$ cat config.mk
export PLATFORM = sky130hd
export DESIGN_NAME = sql_whitespace_normalizer
export DESIGN_NICKNAME = d
export VERILOG_FILES = /design/src/rtl/core/swn_pkg.sv /design/src/rtl/core/swn_front.sv /design/src/rtl/core/swn_queue.sv /design/src/rtl/core/swn_back.sv /design/src/rtl/core/sql_whitespace_normalizer.sv
export SDC_FILE = /design/constraint.sdc
export NUM_CORES = 1
export LEC_CHECK = 0
export BUFFER_PORTS_ARGS = -buffer_cell sky130_fd_sc_hd__clkbuf_2
export CAP_MARGIN = 15
export CORE_ASPECT_RATIO = 1.5
export CORE_MARGIN = 2
export CORE_UTILIZATION = 53
export DETAILED_ROUTE_END_ITERATION = 8
export GPL_TIMING_DRIVEN = 1
export MAX_ROUTING_LAYER = met4
export PLACE_DENSITY = 0.75
export RECOVER_POWER = 25
export REMOVE_ABC_BUFFERS = 1
export SLEW_MARGIN = 20
export SYNTH_ARGS = -nofsm -noshare
export SYNTH_HDL_FRONTEND = slang
export SYNTH_HIERARCHICAL = 1
export SYNTH_SLANG_ARGS = --single-unit
$ cat constraint.sdc
create_clock -name clk -period 2.56 [get_ports clk]
set_clock_uncertainty 0.05 [all_clocks]
set_input_delay 0 -clock clk [delete_from_list [all_inputs] [get_ports clk]]
set_output_delay 0 -clock clk [all_outputs]
set_load 0.1 [all_outputs]
$ cat src/rtl/core/swn_pkg.sv
`timescale 1ns / 1ps

package swn_pkg;

  localparam logic [7:0] CH_QUOTE   = 8'h27;
  localparam logic [7:0] CH_LPAREN  = 8'h28;
  localparam logic [7:0] CH_RPAREN  = 8'h29;
  localparam logic [7:0] CH_COMMA   = 8'h2C;
  localparam logic [7:0] CH_NEWLINE = 8'h0A;
  localparam logic [7:0] CH_SPACE   = 8'h20;
  localparam logic [7:0] CH_LOWER_A = 8'h61;
  localparam logic [7:0] CH_LOWER_Z = 8'h7A;
  localparam logic [7:0] CASE_DELTA = 8'h20;
  localparam logic [7:0] CH_NONE    = 8'h00;

  localparam int QUEUE_DEPTH = 4;
  localparam int QUEUE_AW    = $clog2(QUEUE_DEPTH);
  localparam int QUEUE_CW    = $clog2(QUEUE_DEPTH + 1);

  typedef struct packed {
    logic [7:0] ch;
    logic       line_end;
  } char_beat_t;

  typedef struct packed {
    logic [7:0] out_char;
    logic       is_end;
    logic       last;
  } norm_beat_t;

  // Up to three results per character, always in the order space, char, end.
  typedef struct packed {
    logic       emit_end;
    logic       emit_char;
    logic       emit_space;
    logic [7:0] chr;
  } cmd_t;

endpackage

$ cat src/rtl/core/swn_front.sv
`timescale 1ns / 1ps

module swn_front (
  input  logic                clk,
  input  logic                rst,
  input  logic                char_valid,
  output logic                char_ready,
  input  swn_pkg::char_beat_t char_beat,
  input  logic                q_ready,
  output logic                q_push,
  output swn_pkg::cmd_t       q_cmd
);
  import swn_pkg::*;

  logic in_quote, drop_whitespace, space_pending;
  logic in_quote_next, drop_whitespace_next, space_pending_next;
  logic ws, mark, accept;
  logic [7:0] c;

  assign c      = char_beat.ch;
  assign ws     = (c == CH_SPACE) || (c == CH_NEWLINE);
  assign mark   = (c == CH_LPAREN) || (c == CH_RPAREN) || (c == CH_COMMA);
  assign accept = char_valid && char_ready;

  assign char_ready = q_ready;

  always_comb begin
    in_quote_next        = in_quote;
    drop_whitespace_next = drop_whitespace;
    space_pending_next   = space_pending;
    q_cmd                = '0;
    q_cmd.chr            = c;
    if (ws) begin
      if (drop_whitespace) begin
        q_cmd.emit_char = 1'b0;
      end else if (in_quote) begin
        q_cmd.emit_char = 1'b1;
      end else begin
        space_pending_next = 1'b1;
      end
    end else if (mark) begin
      space_pending_next   = 1'b0;
      drop_whitespace_next = 1'b1;
      q_cmd.emit_char      = 1'b1;
    end else begin
      q_cmd.emit_space     = space_pending;
      space_pending_next   = 1'b0;
      drop_whitespace_next = 1'b0;
      q_cmd.emit_char      = 1'b1;
      if (c == CH_QUOTE) begin
        in_quote_next = !in_quote;
      end else if (!in_quote && c >= CH_LOWER_A && c <= CH_LOWER_Z) begin
        q_cmd.chr = c - CASE_DELTA;
      end
    end
    if (char_beat.line_end) begin
      q_cmd.emit_space     = q_cmd.emit_space | space_pending_next;
      q_cmd.emit_end       = 1'b1;
      in_quote_next        = 1'b0;
      drop_whitespace_next = 1'b0;
      space_pending_next   = 1'b0;
    end
  end

  assign q_push = accept && (q_cmd.emit_space || q_cmd.emit_char || q_cmd.emit_end);

  always_ff @(posedge clk) begin
    if (rst) begin
      in_quote        <= 1'b0;
      drop_whitespace <= 1'b0;
      space_pending   <= 1'b0;
    end else if (accept) begin
      in_quote        <= in_quote_next;
      drop_whitespace <= drop_whitespace_next;
      space_pending   <= space_pending_next;
    end
  end

endmodule

$ cat src/rtl/core/swn_queue.sv
`timescale 1ns / 1ps

module swn_queue (
  input  logic          clk,
  input  logic          rst,
  input  logic          push,
  input  swn_pkg::cmd_t push_cmd,
  output logic          not_full,
  input  logic          pop,
  output logic          head_valid,
  output swn_pkg::cmd_t head_cmd
);
  import swn_pkg::*;

  cmd_t                entries [QUEUE_DEPTH];
  logic [QUEUE_AW-1:0] wr_ptr, rd_ptr;
  logic [QUEUE_CW-1:0] count;

  assign not_full   = (count != QUEUE_CW'(QUEUE_DEPTH));
  assign head_valid = (count != '0);
  assign head_cmd   = entries[rd_ptr];

  always_ff @(posedge clk) begin
    if (push) begin
      entries[wr_ptr] <= push_cmd;
    end
  end

  always_ff @(posedge clk) begin
    if (rst) begin
      wr_ptr <= '0;
      rd_ptr <= '0;
      count  <= '0;
    end else begin
      if (push) begin
        wr_ptr <= wr_ptr + 1'b1;
      end
      if (pop) begin
        rd_ptr <= rd_ptr + 1'b1;
      end
      if (push && !pop) begin
        count <= count + 1'b1;
      end else if (pop && !push) begin
        count <= count - 1'b1;
      end
    end
  end

`ifndef SYNTHESIS
  a_no_overflow: assert property (@(posedge clk) disable iff (rst) push |-> not_full)
    else $error("queue push while full");
  a_no_underflow: assert property (@(posedge clk) disable iff (rst) pop |-> head_valid)
    else $error("queue pop while empty");
  a_count_range: assert property (@(posedge clk) disable iff (rst)
      count <= QUEUE_CW'(QUEUE_DEPTH))
    else $error("queue count out of range");
  a_ptr_gap: assert property (@(posedge clk) disable iff (rst)
      (wr_ptr - rd_ptr) == count[QUEUE_AW-1:0])
    else $error("queue pointers disagree with count");
`endif

endmodule

$ cat src/rtl/core/swn_back.sv
`timescale 1ns / 1ps

module swn_back (
  input  logic                clk,
  input  logic                rst,
  input  logic                q_valid,
  input  swn_pkg::cmd_t       q_cmd,
  output logic                q_pop,
  output logic                norm_valid,
  input  logic                norm_ready,
  output swn_pkg::norm_beat_t norm_beat
);
  import swn_pkg::*;

  // done bits: {end, char, space} already sent from the head command
  logic [2:0] done, rem, sel, rest;
  logic       load, is_last;
  norm_beat_t beat_next;

  assign rem  = {q_cmd.emit_end, q_cmd.emit_char, q_cmd.emit_space} & ~done;
  assign sel  = rem & (~rem + 3'd1);
  assign rest = rem & ~sel;
  assign is_last = (rest == '0);
  assign load  = q_valid && (!norm_valid || norm_ready);
  assign q_pop = load && is_last;

  always_comb begin
    beat_next.last = is_last;
    if (sel[0]) begin
      beat_next.out_char = CH_SPACE;
      beat_next.is_end   = 1'b0;
    end else if (sel[1]) begin
      beat_next.out_char = q_cmd.chr;
      beat_next.is_end   = 1'b0;
    end else begin
      beat_next.out_char = CH_NONE;
      beat_next.is_end   = 1'b1;
    end
  end

  always_ff @(posedge clk) begin
    if (rst) begin
      norm_valid <= 1'b0;
      done       <= '0;
    end else if (load) begin
      norm_valid <= 1'b1;
      done       <= is_last ? 3'b000 : (done | sel);
    end else if (norm_ready) begin
      norm_valid <= 1'b0;
    end
  end

  always_ff @(posedge clk) begin
    if (load) begin
      norm_beat <= beat_next;
    end
  end

`ifndef SYNTHESIS
  a_head_has_work: assert property (@(posedge clk) disable iff (rst)
      q_valid |-> (rem != '0))
    else $error("head command with nothing left to send");
  a_done_idle: assert property (@(posedge clk) disable iff (rst)
      !q_valid |-> (done == '0))
    else $error("progress bits set with empty queue");
  a_last_pops: assert property (@(posedge clk) disable iff (rst)
      (load && is_last) |=> (done == '0))
    else $error("progress not cleared after final result");
  a_one_select: assert property (@(posedge clk) disable iff (rst)
      q_valid |-> $onehot(sel))
    else $error("result selection not one-hot");
`endif

endmodule

$ cat src/rtl/core/sql_whitespace_normalizer.sv
`timescale 1ns / 1ps
// Channel   Beat type    Handshake                Content
// char      char_beat_t  char_valid / char_ready  raw byte and line_end flag
// norm      norm_beat_t  norm_valid / norm_ready  out_char, is_end, last
//
// One character is accepted per cycle while the four-entry command queue has room.
// Each character yields zero to three results; the back end sends one result per cycle
// while the output is not stalled, from its single output register.
// An accepted character's command is written into the queue, then loaded into the output register.
// Synchronous reset clears the quote, drop and pending-space flags and empties the queue.
// A stalled output fills the queue; input stalls only once the queue is full.

module sql_whitespace_normalizer (
  input  logic                clk,
  input  logic                rst,
  input  logic                char_valid,
  output logic                char_ready,
  input  swn_pkg::char_beat_t char_beat,
  output logic                norm_valid,
  input  logic                norm_ready,
  output swn_pkg::norm_beat_t norm_beat
);
  import swn_pkg::*;

  logic push, pop, not_full, head_valid;
  cmd_t push_cmd, head_cmd;

  swn_front u_front (
    .clk        (clk),
    .rst        (rst),
    .char_valid (char_valid),
    .char_ready (char_ready),
    .char_beat  (char_beat),
    .q_ready    (not_full),
    .q_push     (push),
    .q_cmd      (push_cmd)
  );

  swn_queue u_queue (
    .clk        (clk),
    .rst        (rst),
    .push       (push),
    .push_cmd   (push_cmd),
    .not_full   (not_full),
    .pop        (pop),
    .head_valid (head_valid),
    .head_cmd   (head_cmd)
  );

  swn_back u_back (
    .clk        (clk),
    .rst        (rst),
    .q_valid    (head_valid),
    .q_cmd      (head_cmd),
    .q_pop      (pop),
    .norm_valid (norm_valid),
    .norm_ready (norm_ready),
    .norm_beat  (norm_beat)
  );

endmodule
* After elaboration in Yosys (flattened, before gate mapping)
Memory sizes are Yosys's and may differ from the RTL's. A register that Yosys moved wholly into a read port is not among the register bits. Cells that the tools add are included. W data, S select, Z words.
Storage, ports and cells: register bits 24, bits in latches 0, bits in writable memories 44, ROM bits 0, input port bits 13, output and inout bits 12, memories 1
Cells by class: add/sub/neg operators 6, multipliers 0, divide/modulo/power cells 0, $lt $le $gt $ge 2, eq/ne operators 9, shifts and indexed selects 0, muxes and demuxes 30, bitwise logic cells 9, reductions and logical operators 26
Memories:
- u_queue.entries | words 4, bits a word 11, read ports 1, clocked after memory_dff 1, wr ports 1, line swn_queue.sv:15 | cmd_t entries [QUEUE_DEPTH];
Operators with widths (count):
- $eq A8 B6 Y1 const B | 5
- $mux W1 | 20
- $mux W9 | 2
- $mux W8 | 2
- $and A3 B3 Y3 | 3
- $mux W3 | 3
- $not A3 Y3 | 3
- $eq A8 B4 Y1 const B | 1
- $ge A8 B7 Y1 const B | 1
- $le A8 B7 Y1 const B | 1
- $logic_and A1 B1 Y1 | 8
- $sub A8 B6 Y8 const B | 1
- $mux W7 | 1
- $add A3 B1 Y3 const B | 2
- $logic_or A1 B1 Y1 | 6
- $reduce_bool A2 Y1 | 3
- $add A2 B1 Y2 const B | 2
- $logic_not A1 Y1 | 4
- $mux W2 | 2
- $ne A2 B2 Y1 const B | 2
- $reduce_and A4 Y1 | 1
- $logic_not A3 Y1 | 1
- $ne A3 B3 Y1 const B | 1
- $or A3 B3 Y3 | 1
- other kinds (6) | 6

* Logic depth before layout (Yosys ltp)
word-level depth 16, mapped depth 12

* Modules after synthesis
Netlist, hierarchy kept.
Modules (own cells, without submodules):
- swn_queue | instances 1, cells an instance 102, area an instance 2019.4 um^2, seq. area each 1501.4 um^2
- swn_back | instances 1, cells an instance 51, area an instance 641.9 um^2, seq. area each 380.4 um^2
- swn_front | instances 1, cells an instance 51, area an instance 391.6 um^2, seq. area each 60.1 um^2

* Worst setup path after synthesis
No wires, ideal clock.
kind register -> register, from register u_back.norm_valid, to register u_queue.count[2], data arrival time 2.738 ns, setup slack -0.298 ns, cell stages (with the launch flop) 12, buffers on the path 1, period minus slack after synthesis 2.858 ns, cells stage by stage dfxtp_1 nand2b_4 and2_4 buf_6 and2_1 inv_1 ha_1 inv_1 fa_1 xor2_1 or3_1 a21oi_1
On the way: word-level cells in the longest chain between the ends 7, elaborated cells on any way between the ends 9, classes of those cells mux: 1; reduce/logical: 8
RTL lines:
- start, declared | line swn_back.sv:9 | output logic norm_valid,
- start signal, assigned | line swn_back.sv:43 | norm_valid <= 1'b0;
- start signal, assigned | line swn_back.sv:46 | norm_valid <= 1'b1;
- start signal, assigned | line swn_back.sv:49 | norm_valid <= 1'b0;
- $logic_not A1 Y1 * | line swn_back.sv:24 | assign load = q_valid && (!norm_valid || norm_ready);
- $logic_or A1 B1 Y1 * | line swn_back.sv:24
- $logic_and A1 B1 Y1 * | line swn_back.sv:24
- via u_back.load | line swn_back.sv:17 | logic load, is_last;
- $logic_and A1 B1 Y1 * | line swn_back.sv:25 | assign q_pop = load && is_last;
- via pop | line sql_whitespace_normalizer.sv:25 | logic push, pop, not_full, head_valid;
- $logic_not A1 Y1 | line swn_queue.sv:41 | if (push && !pop) begin
- $logic_and A1 B1 Y1 | line swn_queue.sv:41
- $mux W3 or $reduce_bool A2 Y1 (tied branches)
- end signal, assigned | line swn_queue.sv:42 | count <= count + 1'b1;
- end signal, assigned | line swn_queue.sv:44 | count <= count - 1'b1;
- end, declared | line swn_queue.sv:17 | logic [QUEUE_CW-1:0] count;
The timed path passes the listed nets; every way through them passes the cells marked *. A chain may end at the register's enable or synchronous reset.

==> flow_metrics.py <==
metrics = {
    "outcome": {
        "status": "completed",
    },
    "power_and_ir_drop": {
        "power.density_nw_per_um2": 1260,
        "fin_total_pwr_mw": 4.59,
        "total_leakage_power_nw": 1.31,
        "vdd_drop_max_uv": 581,
    },
    "synthesis": {
        "async_reset_ff_share_pct": 0,
        "synthesis.area_sq_um": 3050,
        "synth_flop_cell": "edfxtp_1",
        "synth_warnings": 6,
        "synth-edff-count": 54,
        "synth_cells": 204,
        "synth-seq-cells": 70,
        "ys_types": 46,
        "syn_avg_cell_area_sq_um": 15.0,
        "synth_seq_area_share_pct": 63.6,
    },
    "sta": {
        "finalSetupTns_ns": 0,
        "tightest_slew_ns": 1.16,
        "setup_viol": 0,
        "slew_headroom_pct": 22.7,
        "period_minus_slack_ns": 2.52,
        "final_hold_viol_count": 0,
        "slew_violations": 0,
        "rsz0062_at_grt": "true",
        "fin_crit_sh_pct": 98.4,
        "clock.fmax_ghz": 0.397,
    },
    "clock_tree": {
        "clk_latency_ns": 0.34,
        "cts_sinks": 70,
        "postCtsSetupBuffers": 0,
        "cts-buffers-inserted": 9,
        "clk_path_buf_depth": 2,
        "cts_tree": "done",
        "cts_root_buf": "clkbuf_8",
        "htreeDepth": 3,
        "clk_pin_slew_worst_paths_ns": 0.07,
    },
    "routing": {
        "wl_mm": 5.22,
        "detail_route.first_pass.iterations": 5,
        "dr_total_vias": 1769,
        "drt-wirelength-per-cell_um": 16.2,
        "ant_nets": 0,
        "drc": 0,
        "drt_iter0_markers": 115,
        "avgViaCountPerCell": 5.48,
    },
    "cells_and_area": {
        "area_growth_pct": 19.1,
        "final_cell_mix": "54 x edfxtp_1, 15 x dfxtp_1, 14 x clkbuf_1, 14 x nor2_1, 13 x buf_4",
        "utilization_pct": 65.7,
        "final_common_cell": "edfxtp_1",
        "finalInstanceArea_sq_um": 3640,
        "nets": 269,
        "antenna_cells": 0,
        "drive_above_1_share_pct": 26.5,
    },
    "critical_path": {
        "crit_chain": "mux4_2 > nand2b_4 > maj3_2 > and2_4 > inv_2 > ha_4 > inv_2 > fa_2 > xor2_1 > or3_1 > a21oi_2",
        "cp.arrival_ns": 2.74,
        "worst-setup-path-type": "flip-flop to flip-flop",
        "startpoint_type": "flip-flop",
        "path_common_cell": "inv_2",
        "crit_fanout": 4,
        "worstReg2RegEnd": "u_queue/count[2]",
        "cp.required_ns": 2.78,
        "critPathMaxStageDelay_ns": 0.37,
        "timing.critical_path.buf_inv": 2,
        "rrSetupSlack_ns": 0.04,
        "reg2reg_depth": 11,
        "crit_family": "adder cells",
        "cp_slowest_cell": "dfxtp_4",
        "worstSetupEndpointType": "flip-flop",
    },
    "global_route": {
        "grt_pass1_vias": 1818,
        "grt_max_degree": 18,
        "gr-total-overflow": 0,
        "grt_util_all_layers_pct": 19.0,
        "grt_pass1_wl_mm": 8.60,
        "antenna_found_initial": 0,
    },
    "placed_design": {
        "io_buffers": 24,
        "gp_congestion": 0.767,
        "place_area_sq_um": 3260,
        "dp_hpwl_mm": 3.44,
    },
    "floorplanning": {
        "die-width_um": 66.0,
        "io_pins": 25,
        "dieArea_sq_um": 6400,
        "core_sq_um": 5530,
        "rows": 33,
        "fp.dieH_um": 97.0,
        "initial_core_util_pct": 55.2,
    },
    "hold_path": {
        "min_from": "rst",
        "hp-class": "primary input to flip-flop",
        "hold_path_depth": 2,
        "min_to": "u_queue/count[2]",
    },
    "flow_run": {
        "drv_cap": 0,
    },
}
==> routing by layer <==
layer	routed length (um)	vias to the layer above	GRT usage (%)
li1	-	850	-
met1	2040	867	22.0
met2	2810	43	31.1
met3	260	9	4.53
met4	107	0	8.01
met5	0	-	-
==> final cells by class <==
cell class,instances,area [sq um]
repair buffers,46,297
multi-input cells,112,1010
inverters,9,33.8
fillers,421,1900
clock inverters,6,134
well taps,70,87.6
clock buffers,10,128
flip-flops and latches,70,1950
==> worst reg2reg max path, cell delays in order (launching register included) <==
cell and delay (ns):
dfxtp_4 0.37, mux4_2 0.37, nand2b_4 0.06, maj3_2 0.31, and2_4 0.15, inv_2 0.06, ha_4 0.12, inv_2 0.03
fa_2 0.33, xor2_1 0.16, or3_1 0.32, a21oi_2 0.12
==> repair_timing <==
item	CTS	global route
pin swaps	2	0
endpoints found under the setup margin	2	2
endpoints found under the hold margin	27	0
resized for setup	6	5
hold buffers	10	0
==> per-stage QoR <==
| stage | std cells | setup slack (ns) | hold slack (ns) |
|---|---|---|---|
| 4_1_cts | 324 | 0.00817 | 0.00534 |
| 3_3_place_gp | 298 | -0.0546 | 0.238 |
| 5_1_grt | 323 | -0.0367 | 0.0342 |
| 3_5_place_dp | 298 | -0.122 | 0.255 |
| 2_1_floorplan | 191 | -0.489 | 0.0191 |
| 6_report | 323 | 0.0419 | 0.0244 |
==> logic make-up (layout without fill, tap and decap cells) <==
kind of cell	Yosys count	in the layout	share of synthesized area, %
XOR/XNOR	5	5	1.43
AND/OR/NAND/NOR	60	60	12.5
buffers and inverters	22	71	4.26
adder cells (fa/ha/maj)	9	9	3.89
AO/OA/AOI/OAI	25	25	5.45
multiplexers	13	13	8.89
flip-flops	70	70	63.6
==> synthesized netlist by cell type, types with 2 or more instances <==
cell | n | share of area (%)
and2_1 | 5 | 1.0
edfxtp_1 | 54 | 53
nand2b_1 | 2 | 0.41
a32o_1 | 2 | 0.66
ha_1 | 7 | 2.9
xor2_1 | 3 | 0.86
o21ai_1 | 4 | 0.66
or3_1 | 4 | 0.82
o211ai_1 | 3 | 0.74
and3_1 | 7 | 1.4
inv_1 | 9 | 1.1
mux2i_1 | 2 | 0.66
buf_6 | 2 | 0.74
xnor2_1 | 2 | 0.57
dfxtp_1 | 16 | 10
buf_2 | 2 | 0.33
nor2b_1 | 3 | 0.61
mux4_2 | 10 | 7.4
nor2_1 | 14 | 1.7
nand2b_4 | 4 | 1.8
a21oi_1 | 9 | 1.5
buf_4 | 8 | 2.0
nand2_1 | 9 | 1.1
==> worst max path at each step <==
stage	start	end	depth (start not counted)
after floorplan	u_queue/count[0]	u_queue/count[2]	10
after global placement	flip-flop	u_queue/count[2]	11
after detailed placement	flip-flop	u_queue/count[2]	11
after CTS	flip-flop	u_queue/count[2]	11
after global routing	flip-flop	u_queue/count[2]	11
final	flip-flop	u_queue/count[2]	11
==> registers in the layout, summed over array words and instances (netlist names), named ones only <==
register,count
u_back/done,3
u_back/norm_beat,10
u_back/norm_valid,1
u_front/drop_whitespace,1
u_front/in_quote,1
u_front/space_pending,1
u_queue/count,3
u_queue/entries,44
u_queue/rd_ptr,2
u_queue/wr_ptr,2
==> where the power goes <==
part | switching, mW | leakage [nW] | internal (mW) | total, mW
combinational | 1.23 | 0.554 | 0.592 | 1.82
clock | 0.394 | 0.130 | 0.746 | 1.14
sequential | 0.103 | 0.629 | 1.52 | 1.63
total | 1.73 | 1.31 | 2.86 | 4.59
Power figures use the tool's default switching activity.
